File: src/rtl/sdi_pkg.sv
// Shared types and constants of the SD card start-up sequencer.
package sdi_pkg;

  // Elapsed-time counter width; compare width covers counter and timeout.
  localparam int ELAPSED_WIDTH = 16;
  localparam int TIMEOUT_WIDTH = 16;
  localparam int ELAPSED_CMP_W = (ELAPSED_WIDTH > TIMEOUT_WIDTH) ? ELAPSED_WIDTH : TIMEOUT_WIDTH;

  // Item kinds
  localparam logic [1:0] KIND_START = 2'd0;
  localparam logic [1:0] KIND_DONE  = 2'd1;
  localparam logic [1:0] KIND_TICK  = 2'd2;

  // Completion status codes
  localparam logic [1:0] CST_OK      = 2'd0;
  localparam logic [1:0] CST_TIMEOUT = 2'd1;
  localparam logic [1:0] CST_CRC     = 2'd2;

  // Expected response kinds
  localparam logic [1:0] REPLY_NONE  = 2'd0;
  localparam logic [1:0] REPLY_SHORT = 2'd1;
  localparam logic [1:0] REPLY_LONG  = 2'd2;

  // Init status codes
  localparam logic [1:0] INIT_BUSY    = 2'd0;
  localparam logic [1:0] INIT_READY   = 2'd1;
  localparam logic [1:0] INIT_NO_CARD = 2'd2;
  localparam logic [1:0] INIT_FAILED  = 2'd3;

  // Card kinds
  localparam logic [1:0] CARD_UNKNOWN = 2'd0;
  localparam logic [1:0] CARD_MMC     = 2'd1;
  localparam logic [1:0] CARD_SD1     = 2'd2;
  localparam logic [1:0] CARD_SD2     = 2'd3;

  // Command indexes
  localparam logic [5:0] CMD_GO_IDLE      = 6'd0;
  localparam logic [5:0] CMD_SEND_OP_COND = 6'd1;
  localparam logic [5:0] CMD_ALL_SEND_CID = 6'd2;
  localparam logic [5:0] CMD_SEND_RCA     = 6'd3;
  localparam logic [5:0] CMD_SET_BUS_W    = 6'd6;
  localparam logic [5:0] CMD_SELECT       = 6'd7;
  localparam logic [5:0] CMD_SEND_IF_COND = 6'd8;
  localparam logic [5:0] CMD_SEND_CSD     = 6'd9;
  localparam logic [5:0] CMD_SET_BLOCKLEN = 6'd16;
  localparam logic [5:0] CMD_SD_OP_COND   = 6'd41;
  localparam logic [5:0] CMD_APP          = 6'd55;

  // Arguments and response masks
  localparam logic [31:0] ARG_IF_COND      = 32'h0000_01AA;
  localparam logic [11:0] IF_COND_ECHO     = 12'h1AA;
  localparam logic [31:0] ARG_OP_COND_HCS  = 32'h40ff_8000;
  localparam logic [31:0] ARG_OP_COND      = 32'h00ff_8000;
  localparam logic [31:0] ARG_MMC_OP_COND  = 32'h00FF_8000;
  localparam logic [31:0] ARG_BLOCK_LEN    = 32'd512;
  localparam logic [31:0] ARG_BUS_4BIT     = 32'd2;
  localparam logic [31:0] ARG_MMC_RCA      = 32'h0001_0000;
  localparam logic [31:0] R1_APP_CMD       = 32'h0000_0020;
  localparam logic [31:0] R1_ERR_MASK      = 32'hfdf9_0000;
  localparam logic [15:0] MMC_RCA          = 16'd1;
  localparam logic [TIMEOUT_WIDTH-1:0] TIMEOUT_RESET = 16'd1000;

  typedef struct packed {
    logic [1:0]  cmd;
    logic        card_absent;
    logic [1:0]  cmd_status;
    logic [31:0] resp_word;
  } sdi_item_t;

  typedef struct packed {
    logic        issue;
    logic [5:0]  cmd_index;
    logic [31:0] cmd_arg;
    logic [1:0]  resp_kind;
    logic [1:0]  init_status;
    logic [1:0]  card_kind;
    logic        block_addressing;
    logic [15:0] card_address;
    logic        wide_bus;
  } sdi_result_t;

endpackage

File: src/rtl/sdi_in_if.sv
// Input item channel of the SD card start-up sequencer.
interface sdi_in_if;
  logic        valid;
  logic        ready;
  logic [1:0]  cmd;
  logic        card_absent;
  logic [1:0]  cmd_status;
  logic [31:0] resp_word;

  modport source (output valid, cmd, card_absent, cmd_status, resp_word, input ready);
  modport sink   (input valid, cmd, card_absent, cmd_status, resp_word, output ready);
endinterface

File: src/rtl/sdi_out_if.sv
// Result channel of the SD card start-up sequencer.
interface sdi_out_if;
  logic        valid;
  logic        ready;
  logic        issue;
  logic [5:0]  cmd_index;
  logic [31:0] cmd_arg;
  logic [1:0]  resp_kind;
  logic [1:0]  init_status;
  logic [1:0]  card_kind;
  logic        block_addressing;
  logic [15:0] card_address;
  logic        wide_bus;

  modport source (output valid, issue, cmd_index, cmd_arg, resp_kind, init_status, card_kind,
                  block_addressing, card_address, wide_bus, input ready);
  modport sink   (input valid, issue, cmd_index, cmd_arg, resp_kind, init_status, card_kind,
                  block_addressing, card_address, wide_bus, output ready);
endinterface

File: src/rtl/sdi_cfg_if.sv
// Configuration write channel carrying the ready-poll timeout.
interface sdi_cfg_if;
  logic        valid;
  logic        ready;
  logic [15:0] data;

  modport source (output valid, data, input ready);
  modport sink   (input valid, data, output ready);
endinterface

File: src/rtl/sdi_in_stage.sv
// Input register stage: captures one item per transfer for the step logic.
module sdi_in_stage (
  input  logic               clk,
  input  logic               rst_n,
  sdi_in_if.sink             in_ch,
  input  logic               take,
  output logic               item_valid,
  output sdi_pkg::sdi_item_t item
);
  import sdi_pkg::*;

  logic      valid_r, valid_nxt;
  sdi_item_t item_r;
  logic      accept;

  // Accept when empty or when the held item moves on this cycle
  assign in_ch.ready = !valid_r || take;
  assign accept      = in_ch.valid && in_ch.ready;

  always_comb begin
    valid_nxt = valid_r;
    if (accept) begin
      valid_nxt = 1'b1;
    end else if (take) begin
      valid_nxt = 1'b0;
    end
  end

  // Hold control state
  always_ff @(posedge clk) begin
    if (!rst_n) begin
      valid_r <= 1'b0;
    end else begin
      valid_r <= valid_nxt;
    end
  end

  // Capture payload on transfer
  always_ff @(posedge clk) begin
    if (accept) begin
      item_r.cmd         <= in_ch.cmd;
      item_r.card_absent <= in_ch.card_absent;
      item_r.cmd_status  <= in_ch.cmd_status;
      item_r.resp_word   <= in_ch.resp_word;
    end
  end

  assign item_valid = valid_r;
  assign item       = item_r;
endmodule

File: src/rtl/sdi_step.sv
// Init state machine: decides one item per cycle while the result is not stalled, and registers the result.
module sdi_step (
  input  logic               clk,
  input  logic               rst_n,
  input  logic               item_valid,
  input  sdi_pkg::sdi_item_t item,
  output logic               take,
  sdi_cfg_if.sink            cfg_ch,
  sdi_out_if.source          out_ch
);
  import sdi_pkg::*;

  typedef enum logic [4:0] {
    PH_IDLE, PH_CMD0, PH_CMD8, PH_PROBE, PH_POLL2, PH_POLL1, PH_POLLM,
    PH_CMD2, PH_CMD3, PH_CMD9, PH_CMD7, PH_CMD16, PH_ACMD6
  } phase_t;

  typedef struct packed {
    logic        issue;
    logic [5:0]  index;
    logic [31:0] arg;
    logic [1:0]  rk;
  } sdi_cmd_t;

  function automatic sdi_cmd_t make_cmd(logic [5:0] idx, logic [31:0] a, logic [1:0] k);
    sdi_cmd_t c;
    c.issue = 1'b1;
    c.index = idx;
    c.arg   = a;
    c.rk    = k;
    return c;
  endfunction

  phase_t                     phase_r, phase_nxt;
  logic                       pend_r, pend_nxt;
  logic [1:0]                 kind_r, kind_nxt;
  logic                       block_r, block_nxt;
  logic [15:0]                addr_r, addr_nxt;
  logic [ELAPSED_WIDTH-1:0]   elapsed_r, elapsed_nxt;
  logic                       wide_r, wide_nxt;
  logic [1:0]                 status_r, status_nxt;
  logic [TIMEOUT_WIDTH-1:0]   timeout_r;
  logic                       out_valid_r, out_valid_nxt;
  sdi_result_t                result_r, result_nxt;

  sdi_cmd_t                   cmd_o;
  logic                       crc_ok, ok, rdy, app_done;
  logic [ELAPSED_CMP_W-1:0]   elapsed_ext, timeout_ext;
  logic [31:0]                app_arg;

  assign take        = item_valid && (!out_valid_r || out_ch.ready);
  assign elapsed_ext = ELAPSED_CMP_W'(elapsed_r);
  assign timeout_ext = ELAPSED_CMP_W'(timeout_r);
  assign app_arg     = {addr_r, 16'h0000};

  // Decide the next state and the command for the held item
  always_comb begin
    phase_nxt   = phase_r;
    pend_nxt    = pend_r;
    kind_nxt    = kind_r;
    block_nxt   = block_r;
    addr_nxt    = addr_r;
    elapsed_nxt = elapsed_r;
    wide_nxt    = wide_r;
    status_nxt  = status_r;
    cmd_o       = '0;
    crc_ok      = 1'b0;
    ok          = 1'b0;
    rdy         = 1'b0;
    app_done    = 1'b0;
    case (item.cmd)
      KIND_START: begin
        kind_nxt  = CARD_UNKNOWN;
        block_nxt = 1'b0;
        addr_nxt  = '0;
        wide_nxt  = 1'b0;
        pend_nxt  = 1'b0;
        if (item.card_absent) begin
          status_nxt = INIT_NO_CARD;
          phase_nxt  = PH_IDLE;
        end else begin
          status_nxt = INIT_BUSY;
          phase_nxt  = PH_CMD0;
          cmd_o      = make_cmd(CMD_GO_IDLE, '0, REPLY_NONE);
        end
      end
      KIND_DONE: begin
        if (phase_r != PH_IDLE) begin
          crc_ok = phase_r inside {PH_PROBE, PH_POLL2, PH_POLL1, PH_POLLM};
          ok     = (item.cmd_status == CST_OK) || ((item.cmd_status == CST_CRC) && crc_ok);
          rdy    = ok && item.resp_word[31];
          // Check the CMD55 step, then send the ACMD body
          if (pend_r) begin
            pend_nxt = 1'b0;
            if ((item.cmd_status == CST_OK) && ((item.resp_word & R1_APP_CMD) != '0)) begin
              app_done = 1'b1;
              if (phase_r == PH_ACMD6) begin
                cmd_o = make_cmd(CMD_SET_BUS_W, ARG_BUS_4BIT, REPLY_SHORT);
              end else if (phase_r == PH_POLL2) begin
                cmd_o = make_cmd(CMD_SD_OP_COND, ARG_OP_COND_HCS, REPLY_SHORT);
              end else begin
                cmd_o = make_cmd(CMD_SD_OP_COND, ARG_OP_COND, REPLY_SHORT);
              end
            end else begin
              ok  = 1'b0;
              rdy = 1'b0;
            end
          end
          if (!app_done) begin
            case (phase_r)
              PH_CMD0: begin
                elapsed_nxt = '0;
                phase_nxt   = PH_CMD8;
                cmd_o       = make_cmd(CMD_SEND_IF_COND, ARG_IF_COND, REPLY_SHORT);
              end
              PH_CMD8: begin
                pend_nxt = 1'b1;
                cmd_o    = make_cmd(CMD_APP, app_arg, REPLY_SHORT);
                if (ok && (item.resp_word[11:0] == IF_COND_ECHO)) begin
                  phase_nxt = PH_POLL2;
                end else begin
                  phase_nxt = PH_PROBE;
                end
              end
              PH_POLL2: begin
                if (rdy) begin
                  kind_nxt  = CARD_SD2;
                  block_nxt = item.resp_word[30];
                  phase_nxt = PH_CMD2;
                  cmd_o     = make_cmd(CMD_ALL_SEND_CID, '0, REPLY_LONG);
                end else if (elapsed_ext >= timeout_ext) begin
                  status_nxt = INIT_FAILED;
                  phase_nxt  = PH_IDLE;
                  pend_nxt   = 1'b0;
                end else begin
                  pend_nxt = 1'b1;
                  cmd_o    = make_cmd(CMD_APP, app_arg, REPLY_SHORT);
                end
              end
              PH_PROBE: begin
                if (ok) begin
                  kind_nxt  = CARD_SD1;
                  pend_nxt  = 1'b1;
                  phase_nxt = PH_POLL1;
                  cmd_o     = make_cmd(CMD_APP, app_arg, REPLY_SHORT);
                end else begin
                  kind_nxt  = CARD_MMC;
                  phase_nxt = PH_POLLM;
                  cmd_o     = make_cmd(CMD_SEND_OP_COND, ARG_MMC_OP_COND, REPLY_SHORT);
                end
              end
              PH_POLL1, PH_POLLM: begin
                if (rdy) begin
                  phase_nxt = PH_CMD2;
                  cmd_o     = make_cmd(CMD_ALL_SEND_CID, '0, REPLY_LONG);
                end else if (elapsed_ext > timeout_ext) begin
                  status_nxt = INIT_FAILED;
                  phase_nxt  = PH_IDLE;
                  pend_nxt   = 1'b0;
                end else if (phase_r == PH_POLL1) begin
                  pend_nxt = 1'b1;
                  cmd_o    = make_cmd(CMD_APP, app_arg, REPLY_SHORT);
                end else begin
                  cmd_o = make_cmd(CMD_SEND_OP_COND, ARG_MMC_OP_COND, REPLY_SHORT);
                end
              end
              PH_CMD2: begin
                if (!ok) begin
                  status_nxt = INIT_FAILED;
                  phase_nxt  = PH_IDLE;
                end else begin
                  phase_nxt = PH_CMD3;
                  cmd_o     = make_cmd(CMD_SEND_RCA,
                                       (kind_r >= CARD_SD1) ? 32'h0 : ARG_MMC_RCA, REPLY_SHORT);
                end
              end
              PH_CMD3: begin
                if (!ok) begin
                  status_nxt = INIT_FAILED;
                  phase_nxt  = PH_IDLE;
                end else begin
                  addr_nxt  = (kind_r >= CARD_SD1) ? item.resp_word[31:16] : MMC_RCA;
                  phase_nxt = PH_CMD9;
                  cmd_o     = make_cmd(CMD_SEND_CSD, {addr_nxt, 16'h0000}, REPLY_LONG);
                end
              end
              PH_CMD9: begin
                if (!ok) begin
                  status_nxt = INIT_FAILED;
                  phase_nxt  = PH_IDLE;
                end else begin
                  phase_nxt = PH_CMD7;
                  cmd_o     = make_cmd(CMD_SELECT, app_arg, REPLY_SHORT);
                end
              end
              PH_CMD7, PH_CMD16: begin
                if (!ok || ((phase_r == PH_CMD16) &&
                            ((item.resp_word & R1_ERR_MASK) != '0))) begin
                  status_nxt = INIT_FAILED;
                  phase_nxt  = PH_IDLE;
                end else if ((phase_r == PH_CMD7) && !block_r) begin
                  phase_nxt = PH_CMD16;
                  cmd_o     = make_cmd(CMD_SET_BLOCKLEN, ARG_BLOCK_LEN, REPLY_SHORT);
                end else if (kind_r >= CARD_SD1) begin
                  pend_nxt  = 1'b1;
                  phase_nxt = PH_ACMD6;
                  cmd_o     = make_cmd(CMD_APP, app_arg, REPLY_SHORT);
                end else begin
                  status_nxt = INIT_READY;
                  phase_nxt  = PH_IDLE;
                end
              end
              PH_ACMD6: begin
                if (!ok || ((item.resp_word & R1_ERR_MASK) != '0)) begin
                  status_nxt = INIT_FAILED;
                  phase_nxt  = PH_IDLE;
                end else begin
                  wide_nxt   = 1'b1;
                  status_nxt = INIT_READY;
                  phase_nxt  = PH_IDLE;
                end
              end
              default: ;
            endcase
          end
        end
      end
      KIND_TICK: begin
        // Saturate the elapsed-time counter
        if (elapsed_r != '1) begin
          elapsed_nxt = elapsed_r + 1'b1;
        end
      end
      default: ;
    endcase
  end

  // Assemble the result from the command and the state after the item
  always_comb begin
    result_nxt.issue            = cmd_o.issue;
    result_nxt.cmd_index        = cmd_o.index;
    result_nxt.cmd_arg          = cmd_o.arg;
    result_nxt.resp_kind        = cmd_o.rk;
    result_nxt.init_status      = status_nxt;
    result_nxt.card_kind        = kind_nxt;
    result_nxt.block_addressing = block_nxt;
    result_nxt.card_address     = addr_nxt;
    result_nxt.wide_bus         = wide_nxt;
  end

  // Drop the result once taken, refill on every decided item
  always_comb begin
    out_valid_nxt = out_valid_r;
    if (take) begin
      out_valid_nxt = 1'b1;
    end else if (out_ch.ready) begin
      out_valid_nxt = 1'b0;
    end
  end

  // Hold state, registered outputs and the timeout register
  always_ff @(posedge clk) begin
    if (!rst_n) begin
      phase_r     <= PH_IDLE;
      pend_r      <= 1'b0;
      kind_r      <= CARD_UNKNOWN;
      block_r     <= 1'b0;
      addr_r      <= '0;
      elapsed_r   <= '0;
      wide_r      <= 1'b0;
      status_r    <= INIT_BUSY;
      timeout_r   <= TIMEOUT_RESET;
      out_valid_r <= 1'b0;
    end else begin
      out_valid_r <= out_valid_nxt;
      if (cfg_ch.valid) begin
        timeout_r <= cfg_ch.data;
      end
      if (take) begin
        phase_r   <= phase_nxt;
        pend_r    <= pend_nxt;
        kind_r    <= kind_nxt;
        block_r   <= block_nxt;
        addr_r    <= addr_nxt;
        elapsed_r <= elapsed_nxt;
        wide_r    <= wide_nxt;
        status_r  <= status_nxt;
      end
    end
  end

  // Load result payload
  always_ff @(posedge clk) begin
    if (take) begin
      result_r <= result_nxt;
    end
  end

  assign cfg_ch.ready            = 1'b1;
  assign out_ch.valid            = out_valid_r;
  assign out_ch.issue            = result_r.issue;
  assign out_ch.cmd_index        = result_r.cmd_index;
  assign out_ch.cmd_arg          = result_r.cmd_arg;
  assign out_ch.resp_kind        = result_r.resp_kind;
  assign out_ch.init_status      = result_r.init_status;
  assign out_ch.card_kind        = result_r.card_kind;
  assign out_ch.block_addressing = result_r.block_addressing;
  assign out_ch.card_address     = result_r.card_address;
  assign out_ch.wide_bus         = result_r.wide_bus;
endmodule

File: src/rtl/sd_card_init_sequencer.sv
// Top level of the SD card start-up sequencer.
//
//   channel   dir  handshake               payload
//   in_ch     in   valid/ready             cmd, card_absent, cmd_status, resp_word
//   out_ch    out  valid/ready             issue, cmd_index, cmd_arg, resp_kind, status fields
//   cfg_ch    in   valid/ready (ready=1)   data = init_timeout_ms
//
// Each item goes from the input transfer into the input register, then
// through the state machine into the result register.
// Throughput is one item per cycle, one decided by the state machine, when not stalled.
// A stalled result holds the state machine and backs up into the input stage.
// Synchronous active-low reset returns to idle with a timeout of 1000 ms.
module sd_card_init_sequencer (
  input  logic       clk,
  input  logic       rst_n,
  sdi_in_if.sink     in_ch,
  sdi_out_if.source  out_ch,
  sdi_cfg_if.sink    cfg_ch
);
  import sdi_pkg::*;

  logic      item_valid;
  logic      take;
  sdi_item_t item;

  // Register incoming items
  sdi_in_stage u_in_stage (
    .clk        (clk),
    .rst_n      (rst_n),
    .in_ch      (in_ch),
    .take       (take),
    .item_valid (item_valid),
    .item       (item)
  );

  // Decide and register results
  sdi_step u_step (
    .clk        (clk),
    .rst_n      (rst_n),
    .item_valid (item_valid),
    .item       (item),
    .take       (take),
    .cfg_ch     (cfg_ch),
    .out_ch     (out_ch)
  );
endmodule

File: src/flat_wrapper.sv
// flat-port wrapper written by rule: the top's interface ports become plain ports
module sd_card_init_sequencer_flat import sdi_pkg::*;
  (clk, rst_n, in_ch_valid, in_ch_cmd, in_ch_card_absent, in_ch_cmd_status, in_ch_resp_word, in_ch_ready, out_ch_valid, out_ch_issue, out_ch_cmd_index, out_ch_cmd_arg, out_ch_resp_kind, out_ch_init_status, out_ch_card_kind, out_ch_block_addressing, out_ch_card_address, out_ch_wide_bus, out_ch_ready, cfg_ch_valid, cfg_ch_data, cfg_ch_ready);
  sdi_in_if in_ch_i ();
  sdi_out_if out_ch_i ();
  sdi_cfg_if cfg_ch_i ();
  input  logic clk;
  input  logic rst_n;
  input wire logic [$bits(in_ch_i.valid)-1:0] in_ch_valid;
  input wire logic [$bits(in_ch_i.cmd)-1:0] in_ch_cmd;
  input wire logic [$bits(in_ch_i.card_absent)-1:0] in_ch_card_absent;
  input wire logic [$bits(in_ch_i.cmd_status)-1:0] in_ch_cmd_status;
  input wire logic [$bits(in_ch_i.resp_word)-1:0] in_ch_resp_word;
  output wire logic [$bits(in_ch_i.ready)-1:0] in_ch_ready;
  output wire logic [$bits(out_ch_i.valid)-1:0] out_ch_valid;
  output wire logic [$bits(out_ch_i.issue)-1:0] out_ch_issue;
  output wire logic [$bits(out_ch_i.cmd_index)-1:0] out_ch_cmd_index;
  output wire logic [$bits(out_ch_i.cmd_arg)-1:0] out_ch_cmd_arg;
  output wire logic [$bits(out_ch_i.resp_kind)-1:0] out_ch_resp_kind;
  output wire logic [$bits(out_ch_i.init_status)-1:0] out_ch_init_status;
  output wire logic [$bits(out_ch_i.card_kind)-1:0] out_ch_card_kind;
  output wire logic [$bits(out_ch_i.block_addressing)-1:0] out_ch_block_addressing;
  output wire logic [$bits(out_ch_i.card_address)-1:0] out_ch_card_address;
  output wire logic [$bits(out_ch_i.wide_bus)-1:0] out_ch_wide_bus;
  input wire logic [$bits(out_ch_i.ready)-1:0] out_ch_ready;
  input wire logic [$bits(cfg_ch_i.valid)-1:0] cfg_ch_valid;
  input wire logic [$bits(cfg_ch_i.data)-1:0] cfg_ch_data;
  output wire logic [$bits(cfg_ch_i.ready)-1:0] cfg_ch_ready;
  assign in_ch_i.valid = in_ch_valid;
  assign in_ch_i.cmd = in_ch_cmd;
  assign in_ch_i.card_absent = in_ch_card_absent;
  assign in_ch_i.cmd_status = in_ch_cmd_status;
  assign in_ch_i.resp_word = in_ch_resp_word;
  assign in_ch_ready = in_ch_i.ready;
  assign out_ch_valid = out_ch_i.valid;
  assign out_ch_issue = out_ch_i.issue;
  assign out_ch_cmd_index = out_ch_i.cmd_index;
  assign out_ch_cmd_arg = out_ch_i.cmd_arg;
  assign out_ch_resp_kind = out_ch_i.resp_kind;
  assign out_ch_init_status = out_ch_i.init_status;
  assign out_ch_card_kind = out_ch_i.card_kind;
  assign out_ch_block_addressing = out_ch_i.block_addressing;
  assign out_ch_card_address = out_ch_i.card_address;
  assign out_ch_wide_bus = out_ch_i.wide_bus;
  assign out_ch_i.ready = out_ch_ready;
  assign cfg_ch_i.valid = cfg_ch_valid;
  assign cfg_ch_i.data = cfg_ch_data;
  assign cfg_ch_ready = cfg_ch_i.ready;
  sd_card_init_sequencer u_core (.clk(clk), .rst_n(rst_n), .in_ch(in_ch_i), .out_ch(out_ch_i), .cfg_ch(cfg_ch_i));
endmodule
File: config.mk
export PLATFORM = sky130hd
export DESIGN_NAME = sd_card_init_sequencer_flat
export DESIGN_NICKNAME = d
export VERILOG_FILES = /design/src/rtl/sdi_pkg.sv /design/src/rtl/sdi_in_if.sv /design/src/rtl/sdi_out_if.sv /design/src/rtl/sdi_cfg_if.sv /design/src/rtl/sdi_in_stage.sv /design/src/rtl/sdi_step.sv /design/src/rtl/sd_card_init_sequencer.sv /design/src/flat_wrapper.sv
export SDC_FILE = /design/constraint.sdc
export NUM_CORES = 1
export LEC_CHECK = 0
export ABC_CLOCK_PERIOD_IN_PS = 3200
export BUFFER_PORTS_ARGS = -buffer_cell sky130_fd_sc_hd__buf_2
export CELL_PAD_IN_SITES_DETAIL_PLACEMENT = 1
export CELL_PAD_IN_SITES_GLOBAL_PLACEMENT = 2
export CORE_MARGIN = 2
export CORE_UTILIZATION = 32
export DETAILED_ROUTE_END_ITERATION = 10
export PLACE_DENSITY = 0.77
export SYNTH_ARGS = -nofsm -noshare
export SYNTH_HDL_FRONTEND = slang
export SYNTH_SLANG_ARGS = --single-unit
export TNS_END_PERCENT = 100
File: constraint.sdc
create_clock -name clk -period 3.2 [get_ports clk]
set_input_delay 0.16 -clock clk [delete_from_list [all_inputs] [get_ports clk]]
set_output_delay 0.16 -clock clk [all_outputs]
set_load 0.1 [all_outputs]
==> results.toml <==
[floorplan]
core_area_um2 = 22000
row_count = 54
die-area_um2 = 23700
start_util = 0.327
fp.dieH_um = 154
die_w_um = 154
io_pins = 124

[worst_setup_path]
cp_num_buf_inv = 2
critical_path.top_delay_family = "compound AO/OA/AOI/OAI gates"
cp.required_ns = 3.37
path_cells = "ha_1 -> nand4_1 -> a211oi_1 -> o21ai_1 -> a21oi_1 -> buf_4 -> nor4_2 -> o31a_1 -> buf_12 -> a22o_1"
worstPathMaxFanout = 12
crit_type = "register to register"
critPathLaunchType = "register"
crit_slowest_cell = "o31a_1"
max_stage_delay_ns = 0.38
cp.arrival_ns = 3.06
end_kind = "register"
rrSetupSlack_ns = 0.31

[power]
net-switching-power_w = 0.00131
seq_power_share = 0.445
p_leak_nw = 3.64
power_w = 0.00467
p_per_area_nw_per_um2 = 501
combPwrFrac = 0.108
power_frac_clock = 0.447
swShare = 0.281
intPower_w = 0.00336
irDropWorstVdd_mv = 0.355

[yosys]
yosysSeqAreaShare = 0.521
netlist_area_um2 = 7190
ys.flop_type = "edfxtp_1"
ys_seq_elements = 145
synth_cells = 709
synth-edff-count = 84
yosys.cell_types.count = 79
synthArstFlopShare = 0
synth_area_per_cell_um2 = 10.1
ys_warn_count = 0

[clock_network]
root_buffer = "clkbuf_16"
clock_latency_ns = 0.43
cts_sinks = 145
hold_buffers = 49
cts-resized-gates = 0
clockBufferDepth = 2
tritoncts = "done"
htree_levels = 4
cts_setup_buffers = 0
numCtsBuffers = 17
path_clk_slew_ns = 0.07

[place]
place_congestion = 0.931
port_buffers = 109
place_ws_ns = 0.363
dp_hpwl_mm = 17.0

[sta]
finalMaxSlewViolations = 0
relSlewSlack = 0.547
period_share = 0.904
timing.final.ws_setup_ns = 0.307
final_hold_viol_count = 0
tns_ns = 0
setup_violations = 0
worstMarginPinSlew_ns = 0.679
period_minus_slack_ns = 2.89
timing.fmax_mhz = 346
finalClockSkew_ns = 0.0106
rsz0062_at_grt = "no"

[cells_and_area]
final_common_cell = "buf_2"
drive_above_1_share = 0.227
diodes = 0
multi_input_area_um2 = 3120
nFillCells = 2486
area_growth_syn_to_layout_pct = 29.5
register_area_um2 = 3740
layout_common_cells = "109 x buf_2, 85 x nor2_1, 84 x edfxtp_1"
fin_nets = 966

[min_path]
hp-class = "input pin to register"

[route]
vias = 6334
wl_per_cell_um = 19.6
antenna_left = 0
drt-pass1-iter-count = 5
first_iter_violations = 394
wirelength_mm = 23.2
drcViolationCount = 0
avgViaCountPerCell = 5.35

[global_routing]
grt_start_max_net_pins = 35
grtUsageTotal = 0.198
grt_pass1_wl_mm = 36.1
antenna_found_initial = 0
grt_pass1_vias = 6417
grt_overflow_total = 0

[job]
maxCapViolations = 0

[status]
status = "finished clean"
==> synthesized netlist by cell type (4+ instances only) <==
cell type | number | area (µm²)
xor2_1 | 9 | 78.8
ha_1 | 17 | 213
and2_1 | 4 | 25.0
o211ai_1 | 12 | 90.1
o22ai_1 | 4 | 25.0
and4_1 | 5 | 43.8
edfxtp_1 | 84 | 2520
o31a_1 | 5 | 43.8
a21oi_1 | 38 | 190
nand4_1 | 10 | 62.6
o31ai_1 | 5 | 37.5
nor2b_1 | 6 | 37.5
o211a_1 | 4 | 40.0
buf_4 | 18 | 135
a22oi_1 | 15 | 113
buf_2 | 8 | 40.0
inv_1 | 26 | 97.6
o21ai_0 | 25 | 125
clkbuf_1 | 17 | 63.8
mux2i_1 | 11 | 110
and3_1 | 5 | 31.3
nand2b_1 | 13 | 81.3
nor2_1 | 85 | 319
a22o_1 | 22 | 193
or2_2 | 4 | 25.0
nand2_1 | 52 | 195
a31oi_1 | 12 | 75.1
nand3_1 | 25 | 125
nor4_1 | 8 | 50.1
dfxtp_1 | 61 | 1220
nor3_1 | 20 | 100
==> state kept, by name, indices dropped and copies added (netlist names), 2 cells and up <==
register and count:
u_core.u_step.timeout_ext 16, u_core.u_step.out_ch.cmd_arg 20, u_core.u_step.kind_r 2, u_core.u_step.elapsed_ext 16
u_core.u_step.status_r 2, u_core.u_step.out_ch.init_status 2, u_core.u_step.addr_r 16, u_core.u_step.out_ch.resp_kind 2
u_core.u_in_stage.item 33, u_core.u_step.out_ch.card_kind 2, u_core.u_step.out_ch.cmd_index 6, u_core.u_step.out_ch.card_address 16
u_core.u_step.phase_r 4
==> final cells by class <==
class                      count  area share
clock buffer                  17      0.0457
multi-input combinational    499       0.335
clock inverter                15      0.0200
timing repair buffer         201       0.149
tap                          280      0.0376
inverter                      27      0.0109
sequential                   145       0.402
==> worst reg2reg max path, stage by stage (launching register included) <==
cell and delay, ns:
dfxtp_1 0.37, ha_1 0.33, nand4_1 0.21, a211oi_1 0.29, o21ai_1 0.21, a21oi_1 0.19
buf_4 0.21, nor4_2 0.08, o31a_1 0.38, buf_12 0.18, a22o_1 0.19
==> worst paths after layout <==
path,from,to,cells after the start
worst max-delay path,u_core.u_step.elapsed_ext[6],u_core.u_step.out_ch.cmd_arg[31],10
worst min-delay path,cfg_ch_data[13],u_core.u_step.timeout_ext[13],3
worst max register to register,u_core.u_step.elapsed_ext[6],u_core.u_step.out_ch.cmd_arg[31],10
worst min register to register,u_core.u_step.timeout_ext[8],u_core.u_step.timeout_ext[8],2
==> per-layer routing <==
layer | share of wire | global-route usage | vias to the layer above | wire [µm]
met1 | 0.46 | 0.265 | 3151 | 10700
met5 | 0 | 0 | - | 0
li1 | - | - | 3003 | -
met2 | 0.48 | 0.335 | 157 | 11200
met3 | 0.039 | 0.0327 | 23 | 910
met4 | 0.015 | 0.0516 | 0 | 351
==> per-stage QoR <==
step | area, µm² | hold slack (ns) | utilization | instances
after floorplan | 7220 | 0.259 | - | 717
after CTS | 9310 | 0.0122 | 0.424 | 1184
final | 9310 | 0.0197 | 0.424 | 1184
after global placement | 8210 | 0.337 | 0.374 | 1103
after global routing | 9310 | 0.0298 | 0.424 | 1184
after detailed placement | 8210 | 0.338 | 0.374 | 1103
==> power groups by stage <==
| stage | logic [W] | clock network (W) | registers (W) |
|---|---|---|---|
| after floorplan | 0.000201 | 0 | 0.00226 |
| after global placement | 0.000455 | 0 | 0.00212 |
| after detailed placement | 0.000461 | 0 | 0.00212 |
| after CTS | 0.000508 | 0.00212 | 0.00208 |
| after global routing | 0.000538 | 0.00221 | 0.00208 |
| final | 0.000506 | 0.00209 | 0.00208 |
==> kinds of logic (layout without fill, tap and decap cells) <==
logic type / Yosys count / count (layout) / synth area share
xor+xnor: 12 / 12 / 0.0146
mux: 11 / 11 / 0.0153
other cells: 2 / 10 / 0.00104
compound gates: 184 / 184 / 0.180
fa+ha+maj: 17 / 17 / 0.0296
flops: 145 / 145 / 0.521
buf+inv: 73 / 260 / 0.0501
simple gates: 265 / 265 / 0.188
Power figures use the tool's default switching activity.
